<file path="config.mk">
export PLATFORM = sky130hd
export DESIGN_NAME = gbwf_ctrl
export DESIGN_NICKNAME = d
export VERILOG_FILES = /design/src/gbwf_pkg.sv /design/src/gbwf_ctrl.sv
export SDC_FILE = /design/constraint.sdc
export NUM_CORES = 1
export LEC_CHECK = 0
export BUFFER_PORTS_ARGS = -buffer_cell sky130_fd_sc_hd__buf_2
export CAP_MARGIN = 15
export CELL_PAD_IN_SITES_DETAIL_PLACEMENT = 1
export CELL_PAD_IN_SITES_GLOBAL_PLACEMENT = 2
export CORE_AREA = 3 3 40 42
export CTS_CLUSTER_SIZE = 16
export DETAILED_ROUTE_END_ITERATION = 12
export DIE_AREA = 0 0 43 45
export PLACE_DENSITY_LB_ADDON = 0.1
export SLEW_MARGIN = 20
export SYNTH_ARGS = -nofsm -noshare
export SYNTH_HDL_FRONTEND = slang
export SYNTH_SLANG_ARGS = --single-unit
</file>
<file path="constraint.sdc">
create_clock -name clk -period 1.4 [get_ports clk]
set_input_delay 0.21 -clock clk [delete_from_list [all_inputs] [get_ports clk]]
set_output_delay 0.21 -clock clk [all_outputs]
set_load 0.1 [all_outputs]
</file>
<file path="src/gbwf_pkg.sv">
// ----------------------------------------------------------------------------
// gbwf_pkg
// Shared types and constants for the Gaussian blur window filter.
// ----------------------------------------------------------------------------
package gbwf_pkg;

	localparam int RADIUS_DEF     = 3;
	localparam int MAX_WIDTH_DEF  = 1024;
	localparam int MAX_HEIGHT_DEF = 1024;

	localparam int PIX_W  = 24;
	localparam int CH_W   = 8;
	localparam int COEF_W = 16;
	localparam int DIM_W  = 11;
	localparam int IDX_W  = 3;
	localparam int NCOEF  = 6;

	localparam logic [DIM_W-1:0]  WIDTH_RST  = 11'd1024;
	localparam logic [DIM_W-1:0]  HEIGHT_RST = 11'd1024;
	localparam logic [COEF_W-1:0] COEF0_RST  = 16'd26263;
	localparam logic [COEF_W-1:0] COEF1_RST  = 16'd15930;
	localparam logic [COEF_W-1:0] COEF2_RST  = 16'd3554;
	localparam logic [COEF_W-1:0] COEF3_RST  = 16'd291;
	localparam logic [COEF_W-1:0] COEF4_RST  = 16'd0;
	localparam logic [COEF_W-1:0] COEF5_RST  = 16'd0;

	typedef enum logic [IDX_W-1:0] {
		REG_WIDTH  = 3'd0,
		REG_HEIGHT = 3'd1,
		REG_COEF0  = 3'd2,
		REG_COEF1  = 3'd3,
		REG_COEF2  = 3'd4,
		REG_COEF3  = 3'd5,
		REG_COEF4  = 3'd6,
		REG_COEF5  = 3'd7
	} reg_idx_t;

	typedef enum logic {
		OP_PIXEL = 1'b0,
		OP_FLUSH = 1'b1
	} op_t;

	typedef enum logic [2:0] {
		ST_IDLE,
		ST_CALC,
		ST_DRAIN1,
		ST_DRAIN2,
		ST_FIN
	} state_t;

	typedef struct packed {
		logic accept;
		logic step;
		logic finish;
	} cmd_t;

	typedef struct packed {
		logic emit;
		logic last_tap;
		logic out_busy;
	} status_t;

endpackage

</file>
<file path="src/gbwf_ctrl.sv">
// ----------------------------------------------------------------------------
// gbwf_ctrl
// Sequencer: accepts a word and, when it yields a result, walks the window taps,
// waits out the MAC pipeline and hands the result to the output register.
// ----------------------------------------------------------------------------
module gbwf_ctrl (
	input  logic              clk,
	input  logic              arst_n,
	input  logic              s_tvalid,
	output logic              s_tready,
	input  gbwf_pkg::status_t status,
	output gbwf_pkg::cmd_t    cmd
);

	gbwf_pkg::state_t state_q, state_nx;

	always_ff @(posedge clk or negedge arst_n) begin
		if (!arst_n) begin
			state_q <= gbwf_pkg::ST_IDLE;
		end else begin
			state_q <= state_nx;
		end
	end

	always_comb begin
		state_nx   = state_q;
		s_tready   = 1'b0;
		cmd        = '0;
		unique case (state_q)
			gbwf_pkg::ST_IDLE: begin
				s_tready   = 1'b1;
				cmd.accept = s_tvalid;
				if (s_tvalid && status.emit) begin
					state_nx = gbwf_pkg::ST_CALC;
				end
			end
			gbwf_pkg::ST_CALC: begin
				cmd.step = 1'b1;
				if (status.last_tap) begin
					state_nx = gbwf_pkg::ST_DRAIN1;
				end
			end
			gbwf_pkg::ST_DRAIN1: state_nx = gbwf_pkg::ST_DRAIN2;
			gbwf_pkg::ST_DRAIN2: state_nx = gbwf_pkg::ST_FIN;
			gbwf_pkg::ST_FIN: begin
				if (!status.out_busy) begin
					cmd.finish = 1'b1;
					state_nx   = gbwf_pkg::ST_IDLE;
				end
			end
			default: state_nx = gbwf_pkg::ST_IDLE;
		endcase
	end

endmodule

</file>
; ---- Word-level counts from Yosys, hierarchy flattened
; Cells that the tools add are included.
[totals]
out_inout_bits = 4
elab_cells = 20
register_bits = 3
[classes]
n_reduce_logical = 3
eq_ne = 7
mux = 9
[op_table]
columns = cell, count
row1 = case mux 3 bit (5 select lines), 1
row2 = 2-to-1 mux 3 bit, 3
row3 = equality test 3 x 2 -> 1 bit (second input constant), 2
row4 = != test 2 bit (second input constant), 3
row5 = 2-to-1 mux 1 bit, 5
row6 = equality test 3 x 1 -> 1 bit (second input constant), 1
row7 = equality test 3 bit (second input constant), 1
row8 = logical NOT 3 bit, 1
row9 = AND reduction 3 bit, 1
row10 = logical AND 1 bit, 1

; ---- Longest topological paths before layout
; Gate-level depths: netlist of run 1.
[depth]
ltp_word = 3
ltp_mapped = 3
ltp_nobuf = 2

; ---- Least setup slack after synthesis of run 1
; No wires, ideal clock.
[synth_timing]
kind = register -> output
startpoint = register state_q[0]
endpoint = output port cmd[0] (netlist name)
required_ps = 1190
arrival_ps = 3643
slack_ps = -2453
stages_incl_launch_ff = 3
path_cell_list = dfrtp_1 > buf_2 > nor4b_1
[synth_lines]
columns = item, line_no
row1 = from (decl), gbwf_ctrl.sv:15  ; gbwf_pkg::state_t state_q, state_nx;
row2 = from (signal assigned), gbwf_ctrl.sv:19  ; state_q <= gbwf_pkg::ST_IDLE;
row3 = from (signal assigned), gbwf_ctrl.sv:21  ; state_q <= state_nx;
row4 = to (decl), gbwf_ctrl.sv:12  ; output gbwf_pkg::cmd_t cmd

==> summary.txt, run 1 <==
STA
  – Setup repair after global routing missed its margin: yes
  – Period Utilization, post-route: 104%
  – Time the worst path needs with I/O delays and setup: 1460 ps
  – Worst Max-Slew Pin Slew: 261 ps
  – Max frequency: 684 MHz
  – Largest clock skew in the final design: 3.96 ps
  – Final count of negative-setup-slack endpoints: 3
  – Slew Viols, Final: 0
  – Headroom to the max-slew limit: 82.5%
  – Setup tns final: -154 ps
  – Count of endpoints failing hold in the final timing report: 0
  – Final Worst Setup Slack: -61.7 ps

Drt
  – DRC violation count after routing: 0
  – Antenna viol nets, final: 0
  – Total wire length after detailed routing: 558 um
  – Initial DRT Pass Iterations: 1
  – Via count: 198
  – DRC marker count from the first detailed-route iteration: 0
  – WL per Instance: 11.6 um
  – Detailed-route vias per instance: 4.13

Floorplanning
  – Die height: 45 um
  – Die span in x: 43 um
  – Total Die Area: 1940 um2
  – Initial standard-cell utilization of the core: 13.1%
  – Number of ports placed on the die boundary: 10
  – FP Rows: 13
  – Floorplan core area: 1280 um2

GRT
  – Antenna violations before repair: 0
  – Maximum number of pins on one net before global-route repair: 9
  – Wire length of the first global-routing pass: 1040 um
  – Overall global routing resource usage: 7.84%
  – Vias in the first global route: 235
  – Aggregate global routing overflow: 0

Synthesis
  – Top cell type by total area after synthesis: sky130_fd_sc_hd__dfrtp_1
  – Cell area after synthesis: 169 um2
  – Top flip-flop cell by instance count after synthesis: sky130_fd_sc_hd__dfrtp_1
  – Share of async-settable or async-resettable flops after synthesis: 100%
  – Number of instances in the synthesized netlist: 17
  – Post-synthesis sequential area ratio: 44.4%
  – Number of synthesis warnings: 0
  – Most frequent cells after synthesis: sky130_fd_sc_hd__dfrtp_1, sky130_fd_sc_hd__a21oi_1
  – Number of nets in the synthesized netlist: 23
  – Number of different library cells in the post-synthesis netlist: 14
  – Flop and latch count out of synthesis: 3
  – Post-synth EDFFs: 0
  – Cell with the most instances after synthesis: sky130_fd_sc_hd__dfrtp_1
  – Top cell type's share of synthesized area: 44.4%
  – Main area contributors after synthesis: sky130_fd_sc_hd__dfrtp_1, sky130_fd_sc_hd__nand4bb_1, sky130_fd_sc_hd__a21oi_1, sky130_fd_sc_hd__or4b_1, sky130_fd_sc_hd__nor4b_1
  – Synthesized area per cell: 9.94 um2

CTS
  – Sink count of the clock tree: 3
  – Root buffer cell: sky130_fd_sc_hd__clkbuf_4
  – CTS clk-pin slew, worst paths: 40 ps
  – Clock tree from TritonCTS: done
  – Clk_lat worst skew: 240 ps
  – Clock Path Buffers: 2
  – Total CTS buffers: 3
  – # H-tree levels: 1

Layout
  – Largest registers in the final layout: state_q x3
  – Sequential Area: 78.8 um2
  – Diode count: 0
  – Filler cell count: 153
  – Share of post-route cells with drive strength above 1: 63.6%
  – Max reg flops: 3
  – Top reg by flops: state_q
  – Layout overhead on the synthesized area: 125%
  – Post-Route Utilization: 29.6%
  – Nets: 40
  – Footprint of the multi-input gates: 123 um2

Min path
  – Worst min path class: in2reg

Job
  – Max-Cap Viols: 0

Status
  – Run status: finished with violations
  – Violations in the final reports: setup timing

Critical path
  – Worst Setup Start Kind: flip-flop
  – Capturing element type of the critical path: output pin
  – Critical path arrival: 1250 ps
  – Critical path peak fanout: 7
  – WP data required: 1190 ps
  – Setup slack of the worst register-to-register path: 180 ps
  – Path type of the worst setup path: reg2out

Place
  – GP Congestion: 0.658
  – Number of input and output port buffers inserted: 9
## stage by stage
step / area (um2) / instances / setup slack [ps] / hold slack [ps]
after global placement: 329 / 41 / 121 / 6.97
final: 380 / 48 / -61.7 / 259
after global routing: 380 / 48 / -109 / 294
after CTS: 380 / 48 / -81.0 / 243
after floorplan: 209 / 17 / -609 / -85.6
after detailed placement: 329 / 41 / 123 / 5.67
## cell usage in the layout (no fill, tap or decap)
| cell type | netlist | final |
|---|---|---|
| sky130_fd_sc_hd__a21oi_1 | 2 | 2 |
| sky130_fd_sc_hd__and2_4 | 0 | 1 |
| sky130_fd_sc_hd__buf_1 | 0 | 1 |
| sky130_fd_sc_hd__buf_12 | 0 | 4 |
| sky130_fd_sc_hd__buf_2 | 1 | 5 |
| sky130_fd_sc_hd__buf_4 | 0 | 2 |
| sky130_fd_sc_hd__clkbuf_1 | 0 | 1 |
| sky130_fd_sc_hd__clkbuf_4 | 0 | 3 |
| sky130_fd_sc_hd__dfrtp_2 | 0 | 3 |
| sky130_fd_sc_hd__dlygate4sd3_1 | 0 | 1 |
| sky130_fd_sc_hd__nand2_1 | 1 | 1 |
| sky130_fd_sc_hd__nand2b_1 | 1 | 1 |
| sky130_fd_sc_hd__nand3b_1 | 1 | 1 |
| sky130_fd_sc_hd__nand4bb_1 | 1 | 1 |
| sky130_fd_sc_hd__nor3_4 | 0 | 1 |
| sky130_fd_sc_hd__nor3b_2 | 0 | 1 |
| sky130_fd_sc_hd__nor4b_4 | 0 | 1 |
| sky130_fd_sc_hd__o21ai_0 | 1 | 1 |
| sky130_fd_sc_hd__o31ai_1 | 1 | 1 |
| sky130_fd_sc_hd__or4b_1 | 1 | 1 |
## path summary, 6_finish.rpt
kind | from | end | depth (start not counted)
setup / recovery | state_q[0] | cmd[2] | 3
min in group asynchronous | arst_n | state_q[0] | 2
hold reg to reg | state_q[2] | state_q[1] | 1
max in group asynchronous | arst_n | state_q[1] | 2
setup reg to reg | state_q[0] | state_q[0] | 3
hold / removal | status[1] | state_q[1] | 3
## critical path: stages, from the launching register on
cell                      delay, ps
sky130_fd_sc_hd__dfrtp_2        460
sky130_fd_sc_hd__nor3_4         210
sky130_fd_sc_hd__and2_4         170
sky130_fd_sc_hd__buf_12         160
## kinds of logic after synthesis
| kind of cell | share of synthesized area (%) |
|---|---|
| buf+inv | 2.96 |
| simple gates | 39.3 |
| flops | 44.4 |
| compound gates | 13.3 |
## per-layer routing
metal	share of wire [%]	global-route usage, %
met4	3.2	9.04
met2	48	12.0
met5	0	0
met1	39	7.26
met3	9.3	3.59
## layout make-up
cell class | instances | share of cell area (%)
repair buffers | 13 | 35.2
multi-input cells | 13 | 32.2
flip-flops and latches | 3 | 20.7
clock buffers | 4 | 6.91
well taps | 15 | 4.93
## timing repair
item                       CTS  global route
hold buffers                 1             0
gates resized for setup      3             0
hold endpoints to repair     3             0
pin swaps                    2             2
buffers inserted             2             0
setup endpoints to repair    4             4
Power of run 1 is not shown: default switching activity piles up to over one toggle a cycle in this logic, so the estimate is an artifact.
==> inputs of run 2 (changes only) <==
CORE_AREA = 2 2 39 41   (was 3 3 40 42)
CTS_CLUSTER_DIAMETER = 150   (was unset)
DIE_AREA = 0 0 41 43   (was 0 0 43 45)
==> run 2 against run 1 <==
Effect of this change:
- the flow still finishes with violations (setup timing)
- via count up 3.5%
- final cell count up 2.1%
- clock skew down 2.1 ps
- core utilization down 1.9 points
- setup slack worse by 8.2 ps
- die area down 8.9%
- final area up 0.66%
==> summary.txt, run 2 (synthesized netlist as in run 1, its figures left out) <==
Layout
  – Diode count: 0 (unchanged)
  – Leading cell types in the layout, fill and taps excluded: sky130_fd_sc_hd__buf_2, sky130_fd_sc_hd__buf_12, sky130_fd_sc_hd__clkbuf_4, sky130_fd_sc_hd__dfrtp_2
  – Max reg flops: 3 (unchanged)
  – Top reg by flops: state_q
  – Most frequent standard cell in the layout excluding fill and tap cells: sky130_fd_sc_hd__buf_2
  – Nets: 40 (unchanged)
  – Largest registers in the final layout: state_q x3
  – Layout overhead on the synthesized area: 127%
  – Post-Route Utilization: 27.7% (-1.9 points)
  – Share of post-route cells with drive strength above 1: 66.7% (+3.0 points)
  – Post-route design area: 383 um2 (+0.66%)

STA
  – Final count of negative-setup-slack endpoints: 4 (+1)
  – Slew Viols, Final: 0 (unchanged)
  – Final Worst Setup Slack: -69.8 ps (-8.16 ps)
  – Time the worst path needs with I/O delays and setup: 1470 ps (+8.16 ps)
  – Largest clock skew in the final design: 1.89 ps (-2.08 ps)
  – Setup repair after global routing missed its margin: yes
  – Setup tns final: -161 ps (-7.69 ps)
  – Max frequency: 680 MHz (-0.55%)
  – Count of endpoints failing hold in the final timing report: 0 (unchanged)
  – Worst Max-Slew Pin Slew: 251 ps (-10.1 ps)
  – Period Utilization, post-route: 105% (+0.58 points)
  – Headroom to the max-slew limit: 83.2% (+0.68 points)

CTS
  – Total CTS buffers: 3 (unchanged)
  – Clock tree from TritonCTS: done
  – CTS clk-pin slew, worst paths: 40 ps (about the same)
  – Clock Path Buffers: 2 (unchanged)
  – # H-tree levels: 1 (unchanged)
  – Clk_lat worst skew: 230 ps (about the same)
  – Root buffer cell: sky130_fd_sc_hd__clkbuf_4
  – Sink count of the clock tree: 3 (unchanged)

Floorplanning
  – Total Die Area: 1760 um2 (-8.9%)
  – Die span in x: 41 um (-4.7%)
  – Floorplan core area: 1380 um2 (+7.7%)
  – Number of ports placed on the die boundary: 10 (unchanged)
  – FP Rows: 14 (+1)
  – Initial standard-cell utilization of the core: 12.2% (-0.94 points)
  – Die height: 43 um (-4.4%)

Drt
  – WL per Instance: 11.0 um (-5.6%)
  – Initial DRT Pass Iterations: 3 (+2)
  – Total wire length after detailed routing: 538 um (-3.6%)
  – DRC marker count from the first detailed-route iteration: 2 (+2)
  – DRC violation count after routing: 0 (unchanged)
  – Detailed-route vias per instance: 4.18 (+1.4%)
  – Via count: 205 (+3.5%)
  – Antenna viol nets, final: 0 (unchanged)

Min path
  – Worst min path class: in2reg

GRT
  – Wire length of the first global-routing pass: 993 um (-4.1%)
  – Overall global routing resource usage: 9.46% (+1.6 points)
  – Vias in the first global route: 245 (+4.3%)
  – Aggregate global routing overflow: 0 (unchanged)
  – Maximum number of pins on one net before global-route repair: 10 (+1)
  – Antenna violations before repair: 0 (unchanged)

Critical path
  – Path type of the worst setup path: reg2out
  – Worst Setup Start Kind: flip-flop
  – Capturing element type of the critical path: output pin
  – WP data required: 1190 ps (about the same)
  – Critical path peak fanout: 8 (+1)
  – Critical path arrival: 1260 ps (about the same)

Job
  – Max-Cap Viols: 0 (unchanged)

Status
  – Run status: finished with violations
  – Violations in the final reports: setup timing

Place
  – GP Congestion: 0.678 (+3.0%)
  – Placement Cell Area: 330 um2 (+0.38%)
  – Number of input and output port buffers inserted: 9 (unchanged)
[run 2: stage by stage]
stage | instances | hold WS (ps) | setup slack, ps
global placement | 42 | 6.81 | 114
CTS | 48 | 251 | -85.7
detailed placement | 42 | 8.37 | 118
floorplan | 17 | -85.6 | -609
finish | 49 | 257 | -69.8
global route | 49 | 265 | -117
[run 2: worst max-delay path, cell delays in order (launching register included)]
cell and delay [ps]:
sky130_fd_sc_hd__dfrtp_2 470, sky130_fd_sc_hd__nor3_4 210, sky130_fd_sc_hd__and2_4 170, sky130_fd_sc_hd__buf_12 160
[run 2: layer usage]
metal / vias up / track usage [%] / wire length (um)
met4: 0 / 14.0 / 36
met2: 9 / 12.8 / 279
met1: 97 / 8.09 / 189
met5: - / 0 / 0
li1: 95 / - / -
met3: 4 / 3.66 / 32
[run 2: final cells by class]
type | count | area [um2]
Sequential cell | 3 | 78.8
Tap cell | 16 | 20.0
Fill cell | 158 | 1000
Multi-Input combinational cell | 13 | 123
Timing Repair Buffer | 13 | 135
Clock buffer | 4 | 26.3
[run 2: worst paths after layout]
kind / slack, ps / depth (start not counted) / endpoint / from
max: -70 / 3 / cmd[2] / state_q[0]
min reg2reg: 560 / 1 / state_q[1] / state_q[2]
max reg2reg: 220 / 2 / state_q[0] / state_q[2]
min in group asynchronous: 300 / 2 / state_q[0] / arst_n
max in group asynchronous: 980 / 2 / state_q[1] / arst_n
min: 260 / 3 / state_q[1] / status[1]
[run 2: what timing repair did]
| action | 4_1_cts | 5_1_grt |
|---|---|---|
| hold buffers | 1 | 0 |
| pin swaps | 1 | 1 |
| gates resized for setup | 3 | 0 |
| hold endpoints to repair | 3 | 0 |
| buffers inserted | 1 | 1 |
| setup endpoints to repair | 4 | 4 |
Power of run 2 is left out for the same reason.
==> inputs of run 3 (changes only) <==
ABC_AREA = 1   (was unset)
CTS_BUF_LIST = sky130_fd_sc_hd__clkbuf_2 sky130_fd_sc_hd__clkbuf_4 sky130_fd_sc_hd__clkbuf_8   (was unset)
clock period = 1.3 ns   (was 1.4 ns; I/O delays follow)
==> run 3 against run 2 <==
Effect of this change:
- critical path type unchanged
- setup slack worse by 60 ps
- first-iteration DRC count is 100% lower
- the run still ends with setup timing left
- global-route usage up 0.40 points
- hold slack better by 24 ps
- sequential share of layout area fell by 3.5 points
- final cell count is 29% higher
- register-to-register slack improved by 40 ps
==> summary.txt, run 3 <==
Status
  – Run status: finished with violations
  – Violations in the final reports: setup timing

STA
  – Final count of negative-setup-slack endpoints: 4 (unchanged)
  – Largest clock skew in the final design: 2.53 ps (+0.647 ps)
  – Worst Hold Slack: 281 ps (+23.9 ps)
  – Worst Max-Slew Pin Slew: 194 ps (-57.7 ps)
  – Headroom to the max-slew limit: 87.0% (+3.8 points)
  – Max frequency: 699 MHz
  – Time the worst path needs with I/O delays and setup: 1430 ps
  – Slew Viols, Final: 0 (unchanged)
  – Period Utilization, post-route: 110%
  – Setup repair after global routing missed its margin: yes
  – Final Worst Setup Slack: -130 ps (-60.0 ps)
  – Count of endpoints failing hold in the final timing report: 0 (unchanged)

Synthesis
  – Top cell type's share of synthesized area: 36.8% (-7.6 points)
  – Post-synth EDFFs: 0 (unchanged)
  – Share of async-settable or async-resettable flops after synthesis: 100% (unchanged)
  – Adder-cell share of the synthesized area: 0% (unchanged)
  – Synth Area in Compound Gates: 6.13% (-7.2 points)
  – Top cell type by total area after synthesis: sky130_fd_sc_hd__dfrtp_1
  – Xor and xnor fraction of the mapped netlist area: 0% (unchanged)
  – Cell with the most instances after synthesis: sky130_fd_sc_hd__inv_1
  – Synthesized area per cell: 7.28 um2 (-27%)
  – Combinational family with the most area after synthesis: simple AND/OR/NAND/NOR gates
  – Number of instances in the synthesized netlist: 28 (+11)
  – Cell area after synthesis: 204 um2 (+21%)
  – Number of synthesis warnings: 0 (unchanged)
  – Flop and latch count out of synthesis: 3 (unchanged)
  – Number of different library cells in the post-synthesis netlist: 12 (-2)
  – Number of nets in the synthesized netlist: 34 (+48%)
  – Main area contributors after synthesis: sky130_fd_sc_hd__dfrtp_1, sky130_fd_sc_hd__nand3_1, sky130_fd_sc_hd__nand3_2, sky130_fd_sc_hd__inv_1, sky130_fd_sc_hd__nand2_1
  – Fraction of synthesized area in multiplexers: 0% (unchanged)
  – Post-synthesis sequential area ratio: 36.8% (-7.6 points)
  – Synth Area in Simple Gates: 46.0% (+6.8 points)
  – Top flip-flop cell by instance count after synthesis: sky130_fd_sc_hd__dfrtp_1
  – Most frequent cells after synthesis: sky130_fd_sc_hd__inv_1, sky130_fd_sc_hd__nand2_1, sky130_fd_sc_hd__nand3_1, sky130_fd_sc_hd__nor2_1, sky130_fd_sc_hd__dfrtp_1

Floorplanning
  – Initial standard-cell utilization of the core: 14.7% (+2.5 points)
  – Number of ports placed on the die boundary: 10 (unchanged)
  – Floorplan core area: 1380 um2 (unchanged)
  – Total Die Area: 1760 um2 (unchanged)
  – Die height: 43 um (unchanged)
  – Die span in x: 41 um (unchanged)
  – FP Rows: 14 (unchanged)

Layout
  – Diode count: 0 (unchanged)
  – Most frequent standard cell in the layout excluding fill and tap cells: sky130_fd_sc_hd__buf_2
  – Largest registers in the final layout: state_q x3
  – Nets: 54 (+35%)
  – Share of post-route cells with drive strength above 1: 66.0% (-0.71 points)
  – Count of non-filler cells in the finished layout: 63 (+29%)
  – Leading cell types in the layout, fill and taps excluded: sky130_fd_sc_hd__buf_2, sky130_fd_sc_hd__nand3_1, sky130_fd_sc_hd__clkbuf_4, sky130_fd_sc_hd__buf_12
  – Post-route design area: 453 um2 (+18%)
  – Top reg by flops: state_q
  – Layout overhead on the synthesized area: 122%
  – Max reg flops: 3 (unchanged)

Drt
  – DRC violation count after routing: 0 (unchanged)
  – Via count: 247 (+20%)
  – DRC marker count from the first detailed-route iteration: 0 (-2)
  – WL per Instance: 9.86 um (-10%)
  – Antenna viol nets, final: 0 (unchanged)
  – Initial DRT Pass Iterations: 1 (-2)
  – Detailed-route vias per instance: 3.92 (-6.3%)
  – Total wire length after detailed routing: 621 um (+15%)

Place
  – Number of input and output port buffers inserted: 9 (unchanged)
  – Placement Cell Area: 347 um2 (+4.9%)
  – Placement Setup Slack: 66.0 ps (-52.2 ps)
  – Final HPWL from detailed placement: 455 um
  – # placed instances: 53 (+26%)
  – GP Congestion: 0.705 (+4.0%)

Min path
  – Worst min path class: in2async

Critical path
  – RR Endpoint: state_q[0]
  – Capturing element type of the critical path: output pin
  – WP data required: 1110 ps (-80 ps)
  – Worst Setup Start Kind: flip-flop
  – Path type of the worst setup path: reg2out
  – Worst reg-to-reg path cell count: 5 (+3)
  – Reg-to-reg startpoint: state_q[1]
  – Critical path arrival: 1230 ps (-30 ps)
  – Setup slack of the worst register-to-register path: 260 ps (+40 ps)
  – Critical path peak fanout: 4 (-4)

GRT
  – Maximum number of pins on one net before global-route repair: 8 (-2)
  – Antenna violations before repair: 0 (unchanged)
  – Vias in the first global route: 243 (-0.82%)
  – Aggregate global routing overflow: 0 (unchanged)
  – Wire length of the first global-routing pass: 1060 um (+6.2%)
  – Overall global routing resource usage: 9.86% (+0.40 points)

CTS
  – # H-tree levels: 1 (unchanged)
  – Clk_lat worst skew: 230 ps (about the same)
  – Sink count of the clock tree: 3 (unchanged)
  – Clock Path Buffers: 2 (unchanged)
  – Root buffer cell: sky130_fd_sc_hd__clkbuf_4
  – Clock tree from TritonCTS: done
  – Total CTS buffers: 3 (unchanged)
  – CTS clk-pin slew, worst paths: 40 ps (about the same)

Job
  – Max-Cap Viols: 0 (unchanged)
-- run 3: cell count changes in the layout (fill, tap and decap cells not counted), sizes merged, moves of 2 or more --
cell / before / now
buf: 11 / 14
nand3: 0 / 6
nand2: 1 / 4
nor2: 0 / 5
a21oi: 2 / 0
inv: 0 / 5
-- run 3: kinds of logic after synthesis --
logic type	Yosys count
and+or+nand+nor	17
buffers and inverters	6
DFF	3
AOI/OAI and AO/OA	2
-- run 3: worst max-delay path, cell delays in order (launching register included) --
cell	delay (ps)
sky130_fd_sc_hd__dfrtp_2	420
sky130_fd_sc_hd__nor2_4	160
sky130_fd_sc_hd__inv_2	70
sky130_fd_sc_hd__nor3_4	150
sky130_fd_sc_hd__buf_12	200
-- run 3: metal layers --
layer | routed length (um) | track usage (%)
met5 | 0 | 0
met4 | 0 | 10.0
met3 | 32 | 3.14
met2 | 362 | 13.4
met1 | 226 | 11.0
-- run 3: layout make-up --
| class | instances | area (um2) |
|---|---|---|
| multi-input cells | 19 | 136 |
| well taps | 16 | 20.0 |
| fillers | 168 | 931 |
| repair buffers | 15 | 160 |
| clock buffers | 4 | 30.0 |
| flip-flops and latches | 3 | 77.6 |
| inverters | 6 | 28.8 |
-- run 3: timing repair --
action | 4_1_cts | 5_1_grt
setup endpoints to repair | 4 | 4
pin swaps | 3 | 2
gates resized for setup | 7 | 3
hold endpoints to repair | 3 | 0
hold buffers | 1 | 0
setup buffers | 4 | 1
-- run 3: stage by stage --
step / utilization [%] / TNS [ps]
3_3_place_gp: 25.0 / 0
5_1_grt: 32.7 / -638
3_5_place_dp: 25.0 / 0
4_1_cts: 31.4 / -369
2_1_floorplan: - / -536
6_report: 32.7 / -399
-- run 3: worst max-delay path by stage --
stage / end / start / slack, ps / cells past startpoint
final: cmd[0] / state_q[1] / -130 / 4
after global routing: cmd[0] / state_q[0] / -210 / 4
after CTS: cmd[0] / state_q[1] / -150 / 4
after detailed placement: cmd[0] / state_q[1] / 70 / 4
after global placement: cmd[0] / state_q[1] / 80 / 4
after floorplan: s_tready / state_q[2] / -280 / 3
Power of run 3 is left out for the same reason.
